## src/emca_pkg.sv

```systemverilog
`timescale 1ns / 1ps
`default_nettype none
// ----------------------------------------------------------------------------
// emca_pkg
// Shared types, codes and constants of the excitable medium engine.
// ----------------------------------------------------------------------------
package emca_pkg;

	localparam logic [2:0] MODE_WRITE = 3'd0;
	localparam logic [2:0] MODE_READ  = 3'd1;
	localparam logic [2:0] MODE_STEP  = 3'd2;
	localparam logic [2:0] MODE_PULSE = 3'd3;
	localparam logic [2:0] MODE_REST  = 3'd4;
	localparam logic [2:0] MODE_CLEAR = 3'd5;

	localparam logic [1:0] REG_NUM_STATES = 2'd0;
	localparam logic [1:0] REG_ROWS       = 2'd1;
	localparam logic [1:0] REG_COLS       = 2'd2;

	localparam logic [4:0] STATES_MIN   = 5'd5;
	localparam logic [4:0] STATES_MAX   = 5'd20;
	localparam logic [4:0] STATES_RESET = 5'd12;
	localparam logic [7:0] ROWS_RESET   = 8'd128;
	localparam logic [9:0] COLS_RESET   = 10'd512;

	// 3x7 block: row offsets 0..2 and column offsets 0..6 around the centre
	localparam logic [1:0] BLOCK_HALF_ROWS = 2'd1;
	localparam logic [2:0] BLOCK_HALF_COLS = 3'd3;
	localparam logic [1:0] BLOCK_LAST_ROW  = 2'd2;
	localparam logic [2:0] BLOCK_LAST_COL  = 3'd6;

	// neighbourhood read phases of a generation step
	localparam logic [2:0] PH_CENTRE = 3'd0;
	localparam logic [2:0] PH_UP     = 3'd1;
	localparam logic [2:0] PH_DOWN   = 3'd2;
	localparam logic [2:0] PH_LEFT   = 3'd3;
	localparam logic [2:0] PH_RIGHT  = 3'd4;
	localparam logic [2:0] PH_WRITE  = 3'd5;

	typedef enum logic [2:0] {
		ACT_IDLE, ACT_CLEAR, ACT_WRITE, ACT_READ,
		ACT_CAPTURE, ACT_STEP, ACT_PULSE, ACT_REST
	} dp_act_t;

	typedef struct packed {
		logic    load;
		dp_act_t act;
		logic    flip;
		logic    zero_bank;
		logic    post;
	} dp_cmd_t;

	typedef struct packed {
		logic clr_last;
		logic sweep_last;
		logic step_last;
		logic pulse_last;
	} dp_status_t;

	// (s+1) mod n for s up to 31 and n in 5..20: at most six subtractions
	function automatic logic [4:0] next_cool(input logic [4:0] s, input logic [4:0] n);
		logic [5:0] t;
		t = {1'b0, s} + 6'd1;
		for (int k = 0; k < 6; k++) begin
			if (t >= {1'b0, n}) begin
				t = t - {1'b0, n};
			end
		end
		return t[4:0];
	endfunction

endpackage
`default_nettype wire

```

## src/emca_ctrl.sv

```systemverilog
`timescale 1ns / 1ps
`default_nettype none
// ----------------------------------------------------------------------------
// emca_ctrl
// Operation sequencer: decodes requests, steps the datapath, posts results.
// ----------------------------------------------------------------------------
module emca_ctrl (
	input  wire logic                 clk,
	input  wire logic                 arst_n,
	input  wire logic                 in_valid,
	input  wire logic [2:0]           in_mode,
	output      logic                 in_ready,
	output      logic                 out_valid,
	input  wire logic                 out_ready,
	input  wire emca_pkg::dp_status_t status,
	output      emca_pkg::dp_cmd_t    cmd
);
	typedef enum logic [9:0] {
		S_INIT  = 10'b0000000001,
		S_IDLE  = 10'b0000000010,
		S_WRITE = 10'b0000000100,
		S_READ  = 10'b0000001000,
		S_CAPT  = 10'b0000010000,
		S_STEP  = 10'b0000100000,
		S_PULSE = 10'b0001000000,
		S_REST  = 10'b0010000000,
		S_WIPE  = 10'b0100000000,
		S_DONE  = 10'b1000000000
	} state_t;

	state_t state_q, state_d;
	logic   accept;
	logic   slot_free;

	assign in_ready  = (state_q == S_IDLE);
	assign accept    = in_valid && in_ready;
	assign slot_free = !out_valid || out_ready;

	always_comb begin
		state_d       = state_q;
		cmd.load      = 1'b0;
		cmd.act       = emca_pkg::ACT_IDLE;
		cmd.flip      = 1'b0;
		cmd.zero_bank = 1'b0;
		cmd.post      = 1'b0;
		case (state_q)
			S_INIT: begin
				cmd.act       = emca_pkg::ACT_CLEAR;
				cmd.zero_bank = 1'b1;
				if (status.clr_last) state_d = S_IDLE;
			end
			S_IDLE: begin
				if (accept) begin
					cmd.load = 1'b1;
					case (in_mode)
						emca_pkg::MODE_WRITE: state_d = S_WRITE;
						emca_pkg::MODE_READ:  state_d = S_READ;
						emca_pkg::MODE_STEP:  state_d = S_STEP;
						emca_pkg::MODE_PULSE: state_d = S_PULSE;
						emca_pkg::MODE_REST:  state_d = S_REST;
						emca_pkg::MODE_CLEAR: state_d = S_WIPE;
						default:              state_d = S_DONE;
					endcase
				end
			end
			S_WRITE: begin
				cmd.act = emca_pkg::ACT_WRITE;
				state_d = S_DONE;
			end
			S_READ: begin
				cmd.act = emca_pkg::ACT_READ;
				state_d = S_CAPT;
			end
			S_CAPT: begin
				cmd.act = emca_pkg::ACT_CAPTURE;
				state_d = S_DONE;
			end
			S_STEP: begin
				cmd.act = emca_pkg::ACT_STEP;
				if (status.step_last) begin
					cmd.flip = 1'b1;
					state_d  = S_DONE;
				end
			end
			S_PULSE: begin
				cmd.act = emca_pkg::ACT_PULSE;
				if (status.pulse_last) state_d = S_DONE;
			end
			S_REST: begin
				cmd.act = emca_pkg::ACT_REST;
				if (status.sweep_last) state_d = S_DONE;
			end
			S_WIPE: begin
				cmd.act       = emca_pkg::ACT_CLEAR;
				cmd.zero_bank = 1'b1;
				if (status.clr_last) state_d = S_DONE;
			end
			S_DONE: begin
				if (slot_free) begin
					cmd.post = 1'b1;
					state_d  = S_IDLE;
				end
			end
			default: state_d = S_INIT;
		endcase
	end

	always_ff @(posedge clk or negedge arst_n) begin
		if (!arst_n) begin
			state_q   <= S_INIT;
			out_valid <= 1'b0;
		end else begin
			state_q <= state_d;
			if (cmd.post) begin
				out_valid <= 1'b1;
			end else if (out_ready) begin
				out_valid <= 1'b0;
			end
		end
	end
endmodule
`default_nettype wire

```

## config.mk

```make
export PLATFORM = sky130hd
export DESIGN_NAME = emca_ctrl
export DESIGN_NICKNAME = d
export VERILOG_FILES = /design/src/emca_pkg.sv /design/src/emca_ctrl.sv
export SDC_FILE = /design/constraint.sdc
export NUM_CORES = 1
export LEC_CHECK = 0
export ABC_AREA = 1
export BUFFER_PORTS_ARGS = -buffer_cell sky130_fd_sc_hd__buf_2
export CORE_MARGIN = 5
export CORE_UTILIZATION = 52
export CTS_CLUSTER_SIZE = 30
export DETAILED_ROUTE_END_ITERATION = 8
export HOLD_SLACK_MARGIN = 0.15
export PLACE_DENSITY = 0.78
export SYNTH_ARGS = -nofsm -noshare
export SYNTH_HDL_FRONTEND = slang
export SYNTH_SLANG_ARGS = --single-unit
```

## constraint.sdc

```tcl
create_clock -name clk -period 1.7 [get_ports clk]
set_clock_uncertainty 0.15 [all_clocks]
set_input_delay 0.34 -clock clk [delete_from_list [all_inputs] [get_ports clk]]
set_output_delay 0.34 -clock clk [all_outputs]
set_load 0.02 [all_outputs]
```

* Word-level counts from Yosys, hierarchy flattened *
Index checks and enable logic that the tools add are counted.

word-level totals
  word-level logic and storage cells = 51
  output and inout port bits = 9
  bits of input ports = 11
  register bits after elaboration = 11

cells by class
  multiplexer cells = 19
  equal/unequal tests = 22
  reductions and logical operators = 8

operators with widths
  cell                    number
  $pmux W10 S9            1
  $mux W10                7
  $pmux W10 S6            1
  $pmux W3 S7             1
  $ne A2 B2 Y1 const B    6
  $eq A10 B1 Y1 const B   1
  $eq A10 B10 Y1 const B  1
  $eq A10 B2 Y1 const B   1
  $eq A10 B3 Y1 const B   1
  $eq A10 B4 Y1 const B   1
  $eq A10 B5 Y1 const B   1
  $eq A10 B6 Y1 const B   1
  $eq A10 B7 Y1 const B   1
  $eq A10 B8 Y1 const B   1
  $eq A10 B9 Y1 const B   1
  $mux W1                 9
  $reduce_and A7 Y1       1
  $eq A3 B2 Y1 const B    2
  $eq A3 B3 Y1 const B    2
  $reduce_or A2 Y1        2
  $eq A3 B1 Y1 const B    1
  $logic_not A3 Y1        1
  $ne A2 B1 Y1 const B    1
  $reduce_bool A2 Y1      1
  other kinds (3)         3

* Depth between registers and ports, before layout *
Gate-level depths: netlist of run 1.

  word-level depth = 5
  depth in mapped cells = 10
  depth with buffers taken out = 10

* Worst setup path after synthesis of run 1 *
No wires, ideal clock.

  path type = reg2out
  start point = reg state_q[7]
  end point = out cmd[3] (netlist name)
  path slack = 0.054 ns
  buffers on the path = 0
  cell stages (with the launch flop) = 8
  data required time = 1.210 ns
  data arrival time = 1.156 ns
  cells stage by stage = dfrtp_1 -> nor2_2 -> nand2_4 -> nor2_1 -> nand2_2 -> nand2_4 -> nor2_1 -> nand3_1

RTL lines
  what                    line              text
  from (decl)             emca_ctrl.sv:31   state_t state_q, state_d;
  from (signal assigned)  emca_ctrl.sv:113  state_q <= state_d;
  to (decl)               emca_ctrl.sv:16   output emca_pkg::dp_cmd_t cmd

==> impl_metrics.env, run 1 <==
export IMPL_critPathArrivalTime_ns=1.54
export IMPL_fin_crit_sh_pct=119
export IMPL_core_area_um2=1520
export IMPL_synth_cell_types=18
export IMPL_root_buffer="clkbuf_4"
export IMPL_fillers=71
export IMPL_seq_area_frac_synth_pct=32.6
export IMPL_vias=1032
export IMPL_antenna_cells=0
export IMPL_leakagePower_nw=0.791
export IMPL_fin_area_um2=1370
export IMPL_synth_area_per_cell_um2=6.68
export IMPL_drt_total_wl_um=2940
export IMPL_slowest_stage="dfrtp_1"
export IMPL_io_buffers=19
export IMPL_gr_max_usage_layer="met2"
export IMPL_tightest_slew_ns=0.314
export IMPL_multi_input_area_um2=593
export IMPL_cp_end_kind="primary output"
export IMPL_setup_tns_ns=-2.94
export IMPL_dpl_worst_slack_ns=-0.0427
export IMPL_numClockSinks=11
export IMPL_drtIter0Drc=30
export IMPL_regArea_um2=277
export IMPL_rows=14
export IMPL_path_max_fanout=3
export IMPL_fin_util_pct=90.0
export IMPL_slowest_delay_ns=0.41
export IMPL_met3_usage_pct=3.85
export IMPL_vdd_drop_max_mv=0.964
export IMPL_initial_utilization_pct=55.7
export IMPL_ys_ff_latch=11
export IMPL_vias_per_cell=5.38
export IMPL_syn_nets=138
export IMPL_drive_above_1_share_pct=52.3
export IMPL_async_reset_ff_share_pct=100
export IMPL_fp_dieW_um=50.4
export IMPL_crit_type="reg2out"
export IMPL_maxCapViolations=0
export IMPL_postRouteAntennaNets=0
export IMPL_dpl_cell_area_um2=1030
export IMPL_cts_buffers_inserted=3
export IMPL_clk_pin_slew_ns=0.06
export IMPL_synth_area_um2=848
export IMPL_use_met1_pct=25.5
export IMPL_grt_pass1_vias=1076
export IMPL_clk_path_buf_depth=2
export IMPL_p_per_area_nw_per_um2=1440
export IMPL_finalWorstSetupSlack_ns=-0.327
export IMPL_final_min_clock_period_ns=2.03
export IMPL_finalMaxSlewViolations=0
export IMPL_firstDrtPassIters=4
export IMPL_grt_overflow_total=0
export IMPL_setup_viol=17
export IMPL_synth_edff_count=0
export IMPL_path_cells="nor2_4 > nand2_4 > nor2_4 > nand2_2 > nand2_4 > nor2_2 > nand3_1 > buf_6"
export IMPL_area_growth_pct=61.7
export IMPL_timing_slew_headroom_pct=79.0
export IMPL_htreeDepth=1
export IMPL_violations="setup timing"
export IMPL_wire_per_inst_um=15.3
export IMPL_hpwlAfterDp_um=1760
export IMPL_synthFlopType="dfrtp_1"
export IMPL_rsz0062_at_grt="true"
export IMPL_finalWeightedCongestion=0.894
export IMPL_hold_viol=0
export IMPL_met2_usage_pct=40.8
export IMPL_outcome="finished with violations"
export IMPL_nets=188
export IMPL_min_path_type="in2reg"
export IMPL_grt_total_usage_pct=23.2
export IMPL_die_area_um2=2540
export IMPL_drcViolationCount=0
export IMPL_netlist_instances=127
export IMPL_cts_tree="yes"
export IMPL_antenna_found_initial=0
export IMPL_fmax_mhz=493
export IMPL_insertion_delay_ns=0.27
export IMPL_critPathRequiredTime_ns=1.21
export IMPL_grt_start_max_net_pins=12
export IMPL_io_pins=20
export IMPL_grt_pass1_wl_um=4550
export IMPL_die_h_um=50.4
export IMPL_synthesis_yosys_warnings=0
export IMPL_start_kind="flip-flop"
## power by group
group	total, mW	switching (mW)	leakage, nW	internal, mW
Clock	0.174	0.0826	0.0150	0.0909
Combinational	1.41	0.815	0.629	0.599
Sequential	0.384	0.0588	0.147	0.325
Total	1.97	0.956	0.791	1.01
## logic make-up after synthesis
family | count (synthesis) | share of synthesized area [%]
AND/OR/NAND/NOR | 86 | 53.4
buffers and inverters | 27 | 11.9
flip-flops | 11 | 32.6
AO/OA/AOI/OAI | 3 | 2.06
## flip-flops by register name, indices dropped and copies added (netlist names)
signal	flops
out_valid	1
state_q	10
## routing by layer
layer	up-vias	wire, um
met5	-	0
met1	481	1050
met4	0	119
met3	15	126
li1	488	-
met2	48	1650
## synth_stat cells, types with 3 or more instances
| cell type | count | area share, % |
|---|---|---|
| nand2_1 | 25 | 11 |
| nand2_4 | 4 | 5.3 |
| nand2_2 | 4 | 2.9 |
| nor2_4 | 5 | 6.6 |
| nor2_2 | 4 | 2.9 |
| inv_2 | 4 | 1.8 |
| inv_1 | 23 | 10 |
| dfrtp_1 | 10 | 29 |
| nand3_1 | 9 | 5.3 |
| nor3_1 | 3 | 1.8 |
| nand4_1 | 7 | 5.2 |
| nor2_1 | 23 | 10 |
## layout make-up
class	count	area share [%]
Clock buffer	4	1.92
Multi-Input combinational cell	89	43.2
Inverter	27	7.76
Timing Repair Buffer	45	25.5
Tap cell	16	1.46
Sequential cell	11	20.2
## through the flow
stage	total power, mW	instances	hold WS [ns]
after floorplan	1.03	127	-0.106
after global placement	1.26	171	0.0645
after detailed placement	1.28	171	0.0644
after CTS	1.83	190	0.190
after global routing	2.11	192	0.211
final	1.97	192	0.204
## placed cells by master (no fill, tap or decap), types with 2 or more instances in the layout
cell type	count
buf_2	11
buf_4	23
buf_6	9
clkbuf_4	3
dfrtp_1	10
dlygate4sd3_1	2
inv_1	21
inv_2	4
inv_4	2
nand2_1	16
nand2_2	10
nand2_4	7
nand3_1	6
nand3_2	3
nand4_1	7
nor2_1	14
nor2_2	5
nor2_4	13
nor3_1	3
## critical path: cells and delay by family, from the launching register on
kind / cells / cell delay, ns
and+or+nand+nor: 7 / 0.74
DFF: 1 / 0.41
buffers and inverters: 1 / 0.12
## final timing paths
path | startpoint | endpoint | slack [ns] | cells after the start
max | state_q[2] | cmd[3] | -0.33 | 8
min | status[0] | state_q[6] | 0.20 | 4
max reg2reg | state_q[0] | state_q[3] | -0.12 | 12
min reg2reg | out_valid | out_valid | 0.43 | 2
max in group asynchronous | arst_n | state_q[0] | 0.79 | 2
min in group asynchronous | arst_n | state_q[9] | 0.36 | 2
## what timing repair did
action / in CTS / in global routing
pin swaps: 16 / 14
resized for setup: 37 / 17
buffers inserted: 13 / 2
hold buffers: 2 / 0
endpoints found under the hold margin: 12 / 0
endpoints found under the setup margin: 15 / 17
Note: power is estimated with default switching activity, not from simulation.
==> inputs of run 2 (changes only) <==
==> constraint.sdc (replaced) <==
create_clock -name clk -period 1.7 [get_ports clk]
set_clock_uncertainty 0.15 [all_clocks]
set_input_delay 0.085 -clock clk [delete_from_list [all_inputs] [get_ports clk]]
set_output_delay 0.085 -clock clk [all_outputs]
set_load 0.02 [all_outputs]
==> impl_metrics.env, run 2 (synthesis results as in run 1) <==
export IMPL_root_buffer="clkbuf_4"
export IMPL_io_pins=20
export IMPL_max_flop_register="state_q"
export IMPL_drt_total_wl_um=2530
export IMPL_setup_tns_ns=-0.155
export IMPL_finalMaxSlewViolations=0
export IMPL_p_int_uw=820
export IMPL_fmax_mhz=566
export IMPL_outcome="finished with violations"
export IMPL_hold_viol=0
export IMPL_setup_viol=3
export IMPL_vias_per_cell=5.13
export IMPL_critical_path_depth=8
export IMPL_critPathArrivalTime_ns=1.53
export IMPL_fillers=102
export IMPL_fin_crit_sh_pct=104
export IMPL_nets=181
export IMPL_fin_total_pwr_mw=1.64
export IMPL_finalWeightedCongestion=0.911
export IMPL_drcViolationCount=0
export IMPL_leakagePower_nw=0.724
export IMPL_crit_family="flip-flops"
export IMPL_mostFrequentLayoutCell="inv_1"
export IMPL_die_h_um=50.4
export IMPL_reg_top3="state_q (10), out_valid (1)"
export IMPL_fin_util_pct=81.9
export IMPL_core_area_um2=1520
export IMPL_p_sw_uw=822
export IMPL_dpl_cell_area_um2=963
export IMPL_power_frac_clock_pct=11.2
export IMPL_grt_overflow_total=0
export IMPL_grt_pass1_vias=923
export IMPL_cts_buffers_inserted=3
export IMPL_cts_tree="yes"
export IMPL_final_min_clock_period_ns=1.77
export IMPL_firstDrtPassIters=4
export IMPL_hold_slack_ns=0.200
export IMPL_cp_end_kind="primary output"
export IMPL_p_per_area_nw_per_um2=1320
export IMPL_fp_dieW_um=50.4
export IMPL_tightest_slew_ns=0.497
export IMPL_critPathRequiredTime_ns=1.46
export IMPL_path_cells="nor2_4 > nand2_4 > nor2_4 > nand2_2 > nand2_4 > nor2_2 > nand3_1 > buf_6"
export IMPL_cp_num_buf_inv=1
export IMPL_drive_above_1_share_pct=39.6
export IMPL_antenna_found_initial=0
export IMPL_rows=14
export IMPL_rsz0062_at_grt="true"
export IMPL_timing_slew_headroom_pct=66.7
export IMPL_insertion_delay_ns=0.27
export IMPL_violations="setup timing"
export IMPL_start_kind="flip-flop"
export IMPL_hpwlAfterDp_um=1690
export IMPL_grt_start_max_net_pins=11
export IMPL_io_buffers=19
export IMPL_vdd_drop_max_mv=0.784
export IMPL_min_path_type="in2reg"
export IMPL_rr_startpoint="state_q[0]"
export IMPL_clk_path_buf_depth=2
export IMPL_postRouteAntennaNets=0
export IMPL_crit_type="reg2out"
export IMPL_grt_pass1_wl_um=3960
export IMPL_maxCapViolations=0
export IMPL_finalWorstSetupSlack_ns=-0.0667
export IMPL_fin_area_um2=1250
export IMPL_slowest_delay_ns=0.57
export IMPL_crit_end="cmd[3]"
export IMPL_r2r_end="state_q[9]"
export IMPL_slowest_stage="dfstp_2"
export IMPL_sw_frac_of_total_pct=50.1
export IMPL_htreeDepth=1
export IMPL_die_area_um2=2540
export IMPL_vias=949
export IMPL_clk_pin_slew_ns=0.07
export IMPL_drtIter0Drc=40
export IMPL_seqPwrFrac_pct=23.9
export IMPL_grt_total_usage_pct=20.4
export IMPL_mostFrequentLayoutCells="inv_1, nor2_1, nand2_1"
export IMPL_reg2reg_depth=10
export IMPL_antenna_cells=0
export IMPL_largest_register_ffs=10
export IMPL_numClockSinks=11
export IMPL_startpoint="state_q[0]"
export IMPL_r2r_slack_ns=0.03
export IMPL_area_growth_pct=47.2
export IMPL_wire_per_inst_um=13.7
export IMPL_path_max_fanout=3
export IMPL_initial_utilization_pct=55.7
export IMPL_pwr_share_comb_pct=64.9
[run 2: changes by cell type in the layout (fill, tap and decap cells not counted), moves of 2 or more]
| cell | previous run | this run |
|---|---|---|
| inv_4 | 2 | 0 |
| dlygate4sd3_1 | 2 | 11 |
| nand2_4 | 7 | 4 |
| nor2_1 | 14 | 19 |
| inv_1 | 21 | 23 |
| buf_6 | 9 | 2 |
| nor2_4 | 13 | 10 |
| nand2_1 | 16 | 18 |
| nor2_2 | 5 | 3 |
| buf_4 | 23 | 13 |
[run 2: tightest hold or removal path, cell delays in order]
cell      delay, ns
buf_2          0.09
nand3b_1       0.15
nand3_2        0.11
nor3_1         0.06
nor2_1         0.08
[run 2: cell type report]
class                   count  area (um^2)  area share (%)
multi-input cells          89          533            42.7
repair buffers             38          290            23.2
flip-flops and latches     11          278            22.2
inverters                  27          101            8.12
clock buffers               4         26.3            2.10
well taps                  16         20.0            1.60
[run 2: worst min path at each step]
stage                     startpoint    endpoint  slack (ns)  depth (start not counted)
after floorplan               arst_n   out_valid       -0.36                          0
after global placement        arst_n  state_q[3]       -0.19                          1
after detailed placement      arst_n  state_q[2]       -0.18                          1
after CTS                  status[2]  state_q[8]        0.21                          5
after global routing       status[2]  state_q[8]        0.21                          5
final                      status[2]  state_q[7]        0.20                          5
[run 2: repair_timing]
item	in CTS	in global routing
setup buffers	7	1
hold endpoints to repair	20	0
hold buffers	11	0
pin swaps	2	7
setup endpoints to repair	6	17
resized for setup	16	12
[run 2: routing by layer]
layer	GRT usage, %	vias to the layer above	part of all wire [%]
met3	1.18	12	4.8
li1	-	474	-
met2	36.0	40	51
met4	12.8	0	4.5
met5	0	-	0
met1	23.8	423	40
[run 2: power groups by stage]
stage	clock [mW]	sequential (mW)	combinational (mW)
after floorplan	0	0.378	0.653
after global placement	0	0.381	0.818
after detailed placement	0	0.384	0.835
after CTS	0.180	0.381	0.981
after global routing	0.209	0.397	1.16
final	0.185	0.392	1.07
[run 2: stage by stage]
stage | std cells | setup WS [ns]
2_1_floorplan | 127 | 0.172
3_3_place_gp | 162 | 0.0767
3_5_place_dp | 162 | 0.0650
4_1_cts | 184 | -0.0216
5_1_grt | 185 | -0.126
6_report | 185 | -0.0667
==> inputs of run 3 (changes only) <==
--- a/config.mk
+++ b/config.mk
@@ -5,14 +5,13 @@
 export SDC_FILE = /design/constraint.sdc
 export NUM_CORES = 1
 export LEC_CHECK = 0
-export ABC_AREA = 1
 export BUFFER_PORTS_ARGS = -buffer_cell sky130_fd_sc_hd__buf_2
 export CORE_MARGIN = 5
 export CORE_UTILIZATION = 52
 export CTS_CLUSTER_SIZE = 30
 export DETAILED_ROUTE_END_ITERATION = 8
 export HOLD_SLACK_MARGIN = 0.15
-export PLACE_DENSITY = 0.78
+export PLACE_DENSITY = 0.77
 export SYNTH_ARGS = -nofsm -noshare
 export SYNTH_HDL_FRONTEND = slang
 export SYNTH_SLANG_ARGS = --single-unit
==> impl_metrics.env, run 3 <==
export IMPL_outcome="did not finish"
export IMPL_stop_stage="4_1_cts"
export IMPL_firstError="[ERROR DPL-0033] detailed placement checks failed during check placement."
export IMPL_netlist_instances=113
export IMPL_initial_utilization_pct=56.4
export IMPL_synth_cell_types=37
export IMPL_syn_nets=124
export IMPL_die_h_um=50.9
export IMPL_holdBufCountCts=8
export IMPL_clk_path_buf_depth=2
export IMPL_synthTopCellsByCount="nor2_1, dfrtp_1, o21ai_0"
export IMPL_async_reset_ff_share_pct=100
export IMPL_ys_ff_latch=11
export IMPL_postCtsSetupBuffers=10
export IMPL_root_buffer="clkbuf_4"
export IMPL_seq_area_frac_synth_pct=31.8
export IMPL_synth_edff_count=0
export IMPL_htreeDepth=1
export IMPL_io_pins=20
export IMPL_io_buffers=19
export IMPL_synthFlopType="dfrtp_1"
export IMPL_dpl_cell_area_um2=1220
export IMPL_finalWeightedCongestion=0.897
export IMPL_synth_top_cell_area_share_pct=28.8
export IMPL_ys_top_cells_by_area="dfrtp_1, nor2_1, o21ai_0"
export IMPL_hpwlAfterDp_um=2050
export IMPL_rows=14
export IMPL_numClockSinks=11
export IMPL_cts_repair_resized=24
export IMPL_synth_area_per_cell_um2=7.70
export IMPL_synthesis_yosys_warnings=0
export IMPL_cts_buffers_inserted=3
export IMPL_synth_area_um2=870
export IMPL_yosys_cell_count_top_type="nor2_1"
export IMPL_yosysTopAreaCell="dfrtp_1"
export IMPL_fp_dieW_um=50.9
-- run 3: cell count changes after synthesis, sizes merged, moves of 4 or more --
cell | before | now
nor4b | 0 | 5
nor2 | 32 | 19
xor2 | 0 | 4
nor4 | 0 | 5
o21ai | 2 | 10
inv | 27 | 2
buf | 0 | 6
nand4 | 7 | 1
nand2 | 33 | 8
-- run 3: stage by stage --
step | std cells | TNS (ns) | util, % | hold slack (ns) | setup slack [ns]
floorplan | 113 | -1.30 | - | -0.361 | -0.211
global placement | 173 | -2.08 | 79.5 | -0.190 | -0.192
detailed placement | 173 | -3.05 | 79.5 | -0.185 | -0.306
-- run 3: cell families after synthesis --
group	share of synthesized area (%)
and+or+nand+nor	41.9
AOI/OAI and AO/OA	13.7
DFF	31.8
buffers and inverters	5.61
xor gates and xnor gates	7.05
==> inputs of run 4 (changes only) <==
==> config.mk (replaced) <==
export PLATFORM = sky130hd
export DESIGN_NAME = emca_ctrl
export DESIGN_NICKNAME = d
export VERILOG_FILES = /design/src/emca_pkg.sv /design/src/emca_ctrl.sv
export SDC_FILE = /design/constraint.sdc
export NUM_CORES = 1
export LEC_CHECK = 0
export BUFFER_PORTS_ARGS = -buffer_cell sky130_fd_sc_hd__buf_2
export CORE_AREA = 5 5 66 68
export DETAILED_ROUTE_END_ITERATION = 8
export DIE_AREA = 0 0 71 73
export PLACE_DENSITY_LB_ADDON = 0.15
export SYNTH_ARGS = -nofsm -noshare
export SYNTH_HDL_FRONTEND = slang
export SYNTH_SLANG_ARGS = --single-unit
==> impl_metrics.env, run 4 <==
export IMPL_outcome="finished with violations"
export IMPL_violations="setup timing"
export IMPL_io_pins=20
export IMPL_drcViolationCount=0
export IMPL_p_int_mw=1.02
export IMPL_antenna_found_initial=0
export IMPL_maxCapViolations=0
export IMPL_synth_cell_types=37
export IMPL_vias=1047
export IMPL_max_flop_register="state_q"
export IMPL_vias_per_cell=4.70
export IMPL_leakagePower_nw=0.742
export IMPL_sw_frac_of_total_pct=39.0
export IMPL_die_h_um=73
export IMPL_grt_overflow_total=0
export IMPL_clk_pin_slew_ns=0.05
export IMPL_fin_crit_sh_pct=124
export IMPL_vdd_drop_max_mv=0.462
export IMPL_setup_viol=16
export IMPL_area_growth_pct=85.5
export IMPL_grt_start_max_net_pins=12
export IMPL_async_reset_ff_share_pct=100
export IMPL_numClockSinks=11
export IMPL_die_area_um2=5180
export IMPL_path_cells="or4_4 > nor3_4 > nand2_2 > nor2_4 > or3_4 > buf_6"
export IMPL_synth_edff_count=0
export IMPL_cts_buffers_inserted=3
export IMPL_mostFrequentLayoutCell="buf_4"
export IMPL_rows=23
export IMPL_synth_area_per_cell_um2=7.70
export IMPL_startpoint="state_q[5]"
export IMPL_timing_slew_headroom_pct=77.7
export IMPL_fin_area_um2=1610
export IMPL_finalWorstSetupSlack_ns=-0.401
export IMPL_power_frac_clock_pct=15.8
export IMPL_dpl_cell_area_um2=1270
export IMPL_mostFrequentLayoutCells="buf_4, nor2_1, buf_2, buf_6, dfrtp_1"
export IMPL_tightest_slew_ns=0.330
export IMPL_postRouteAntennaNets=0
export IMPL_cp_end_kind="primary output"
export IMPL_grt_pass1_wl_um=4750
export IMPL_critical_path_depth=6
export IMPL_drtIter0Drc=44
export IMPL_root_buffer="clkbuf_8"
export IMPL_clk_path_buf_depth=2
export IMPL_crit_end="cmd[3]"
export IMPL_finalWeightedCongestion=0.842
export IMPL_pwr_share_comb_pct=63.4
export IMPL_fmax_mhz=476
export IMPL_drive_above_1_share_pct=54.3
export IMPL_hold_viol=0
export IMPL_grt_total_usage_pct=11.3
export IMPL_hpwlAfterDp_um=2110
export IMPL_syn_nets=124
export IMPL_cts_tree="yes"
export IMPL_fp_dieW_um=71
export IMPL_rsz0062_at_grt="true"
export IMPL_r2r_slack_ns=-0.36
export IMPL_synth_area_um2=870
export IMPL_largest_register_ffs=10
export IMPL_rr_startpoint="state_q[5]"
export IMPL_fillers=399
export IMPL_min_path_cells=3
export IMPL_firstDrtPassIters=4
export IMPL_reg2reg_depth=7
export IMPL_instances_no_fill=223
export IMPL_p_sw_uw=649
export IMPL_critPathRequiredTime_ns=1.46
export IMPL_seq_area_frac_synth_pct=31.8
export IMPL_nets=185
export IMPL_r2r_end="state_q[0]"
export IMPL_synthFlopType="dfrtp_1"
export IMPL_antenna_cells=0
export IMPL_wire_per_inst_um=12.9
export IMPL_yosys_cell_count_top_type="nor2_1"
export IMPL_ys_ff_latch=11
export IMPL_final_min_clock_period_ns=2.10
export IMPL_critPathArrivalTime_ns=1.87
export IMPL_dp_cells=207
export IMPL_htreeDepth=1
export IMPL_start_kind="flip-flop"
export IMPL_insertion_delay_ns=0.24
export IMPL_grt_pass1_vias=1053
export IMPL_synthesis_yosys_warnings=0
export IMPL_reg_top3="state_q (10), out_valid (1)"
export IMPL_drt_total_wl_um=2880
export IMPL_crit_family="simple AND/OR/NAND/NOR gates"
export IMPL_yosysTopAreaCell="dfrtp_1"
export IMPL_netlist_instances=113
export IMPL_slowest_delay_ns=0.58
export IMPL_cp_num_buf_inv=1
export IMPL_io_buffers=19
export IMPL_slowest_stage="or4_4"
export IMPL_multi_input_area_um2=699
export IMPL_regArea_um2=278
export IMPL_p_per_area_nw_per_um2=1030
export IMPL_ys_top_cells_by_area="dfrtp_1, nor2_1, o21ai_0"
export IMPL_core_area_um2=3800
export IMPL_path_max_fanout=3
export IMPL_fin_total_pwr_mw=1.67
export IMPL_min_path_type="in2reg"
export IMPL_initial_utilization_pct=22.9
export IMPL_fin_util_pct=42.5
export IMPL_synth_top_cell_area_share_pct=28.8
export IMPL_crit_type="reg2out"
export IMPL_finalMaxSlewViolations=0
export IMPL_synthTopCellsByCount="nor2_1, dfrtp_1, o21ai_0"
export IMPL_seqPwrFrac_pct=20.8
-- run 4: worst reg2reg max path, cell delays in order, from the launching register on --
cell and delay (ns):
dfrtp_1 0.37, or4_4 0.58, nor3_4 0.24, buf_6 0.15, buf_6 0.09, and3_4 0.18, or2_4 0.14, o2bb2ai_2 0.11
-- run 4: worst min-delay path by stage --
| stage | start | to | slack (ns) |
|---|---|---|---|
| floorplan | arst_n | out_valid | -0.36 |
| global placement | arst_n | state_q[1] | -0.17 |
| detailed placement | arst_n | out_valid | -0.17 |
| CTS | in_mode[2] | state_q[2] | 0.01 |
| global route | in_mode[2] | state_q[3] | 0.02 |
| finish | in_mode[2] | state_q[3] | 0.01 |
-- run 4: layout make-up --
type                    instances  area share, %
well taps                      50           3.88
repair buffers                 65           32.1
multi-input cells              91           43.4
inverters                       2          0.621
clock buffers                   4           2.79
flip-flops and latches         11           17.2
-- run 4: per-stage QoR --
stage          setup slack [ns]  TNS (ns)  hold slack, ns
2_1_floorplan            -0.211     -1.30          -0.361
3_3_place_gp             -0.275     -2.40          -0.174
3_5_place_dp             -0.271     -2.53          -0.171
4_1_cts                  -0.459     -4.97          0.0110
5_1_grt                  -0.443     -5.75          0.0230
6_report                 -0.401     -4.73          0.0147
-- run 4: per-layer routing --
metal	share of wire, %	wire length, um	global-route usage [%]	up-vias
met5	0	0	0	-
met3	2.3	66	1.38	4
met4	2.1	60	4.59	0
met2	51	1460	19.5	15
li1	-	-	-	525
met1	45	1280	14.3	503
-- run 4: cell families after synthesis --
kind of cell,count (synthesis),synth area share (%)
buf+inv,11,5.61
xor+xnor,7,7.05
simple gates,64,41.9
compound gates,20,13.7
flops,11,31.8
-- run 4: repair_timing --
item	4_1_cts	5_1_grt
gates cloned	0	0
hold endpoints to repair	15	0
hold buffers	6	0
setup endpoints to repair	18	19
pin swaps	8	12
resized for setup	27	24
setup buffers	5	2
-- run 4: power groups by stage --
stage | sequential [mW] | clock, mW | combinational, mW
final | 0.346 | 0.264 | 1.06
after global placement | 0.350 | 0 | 0.814
after CTS | 0.346 | 0.272 | 0.952
after floorplan | 0.340 | 0 | 0.482
after global routing | 0.352 | 0.284 | 1.14
after detailed placement | 0.350 | 0 | 0.804
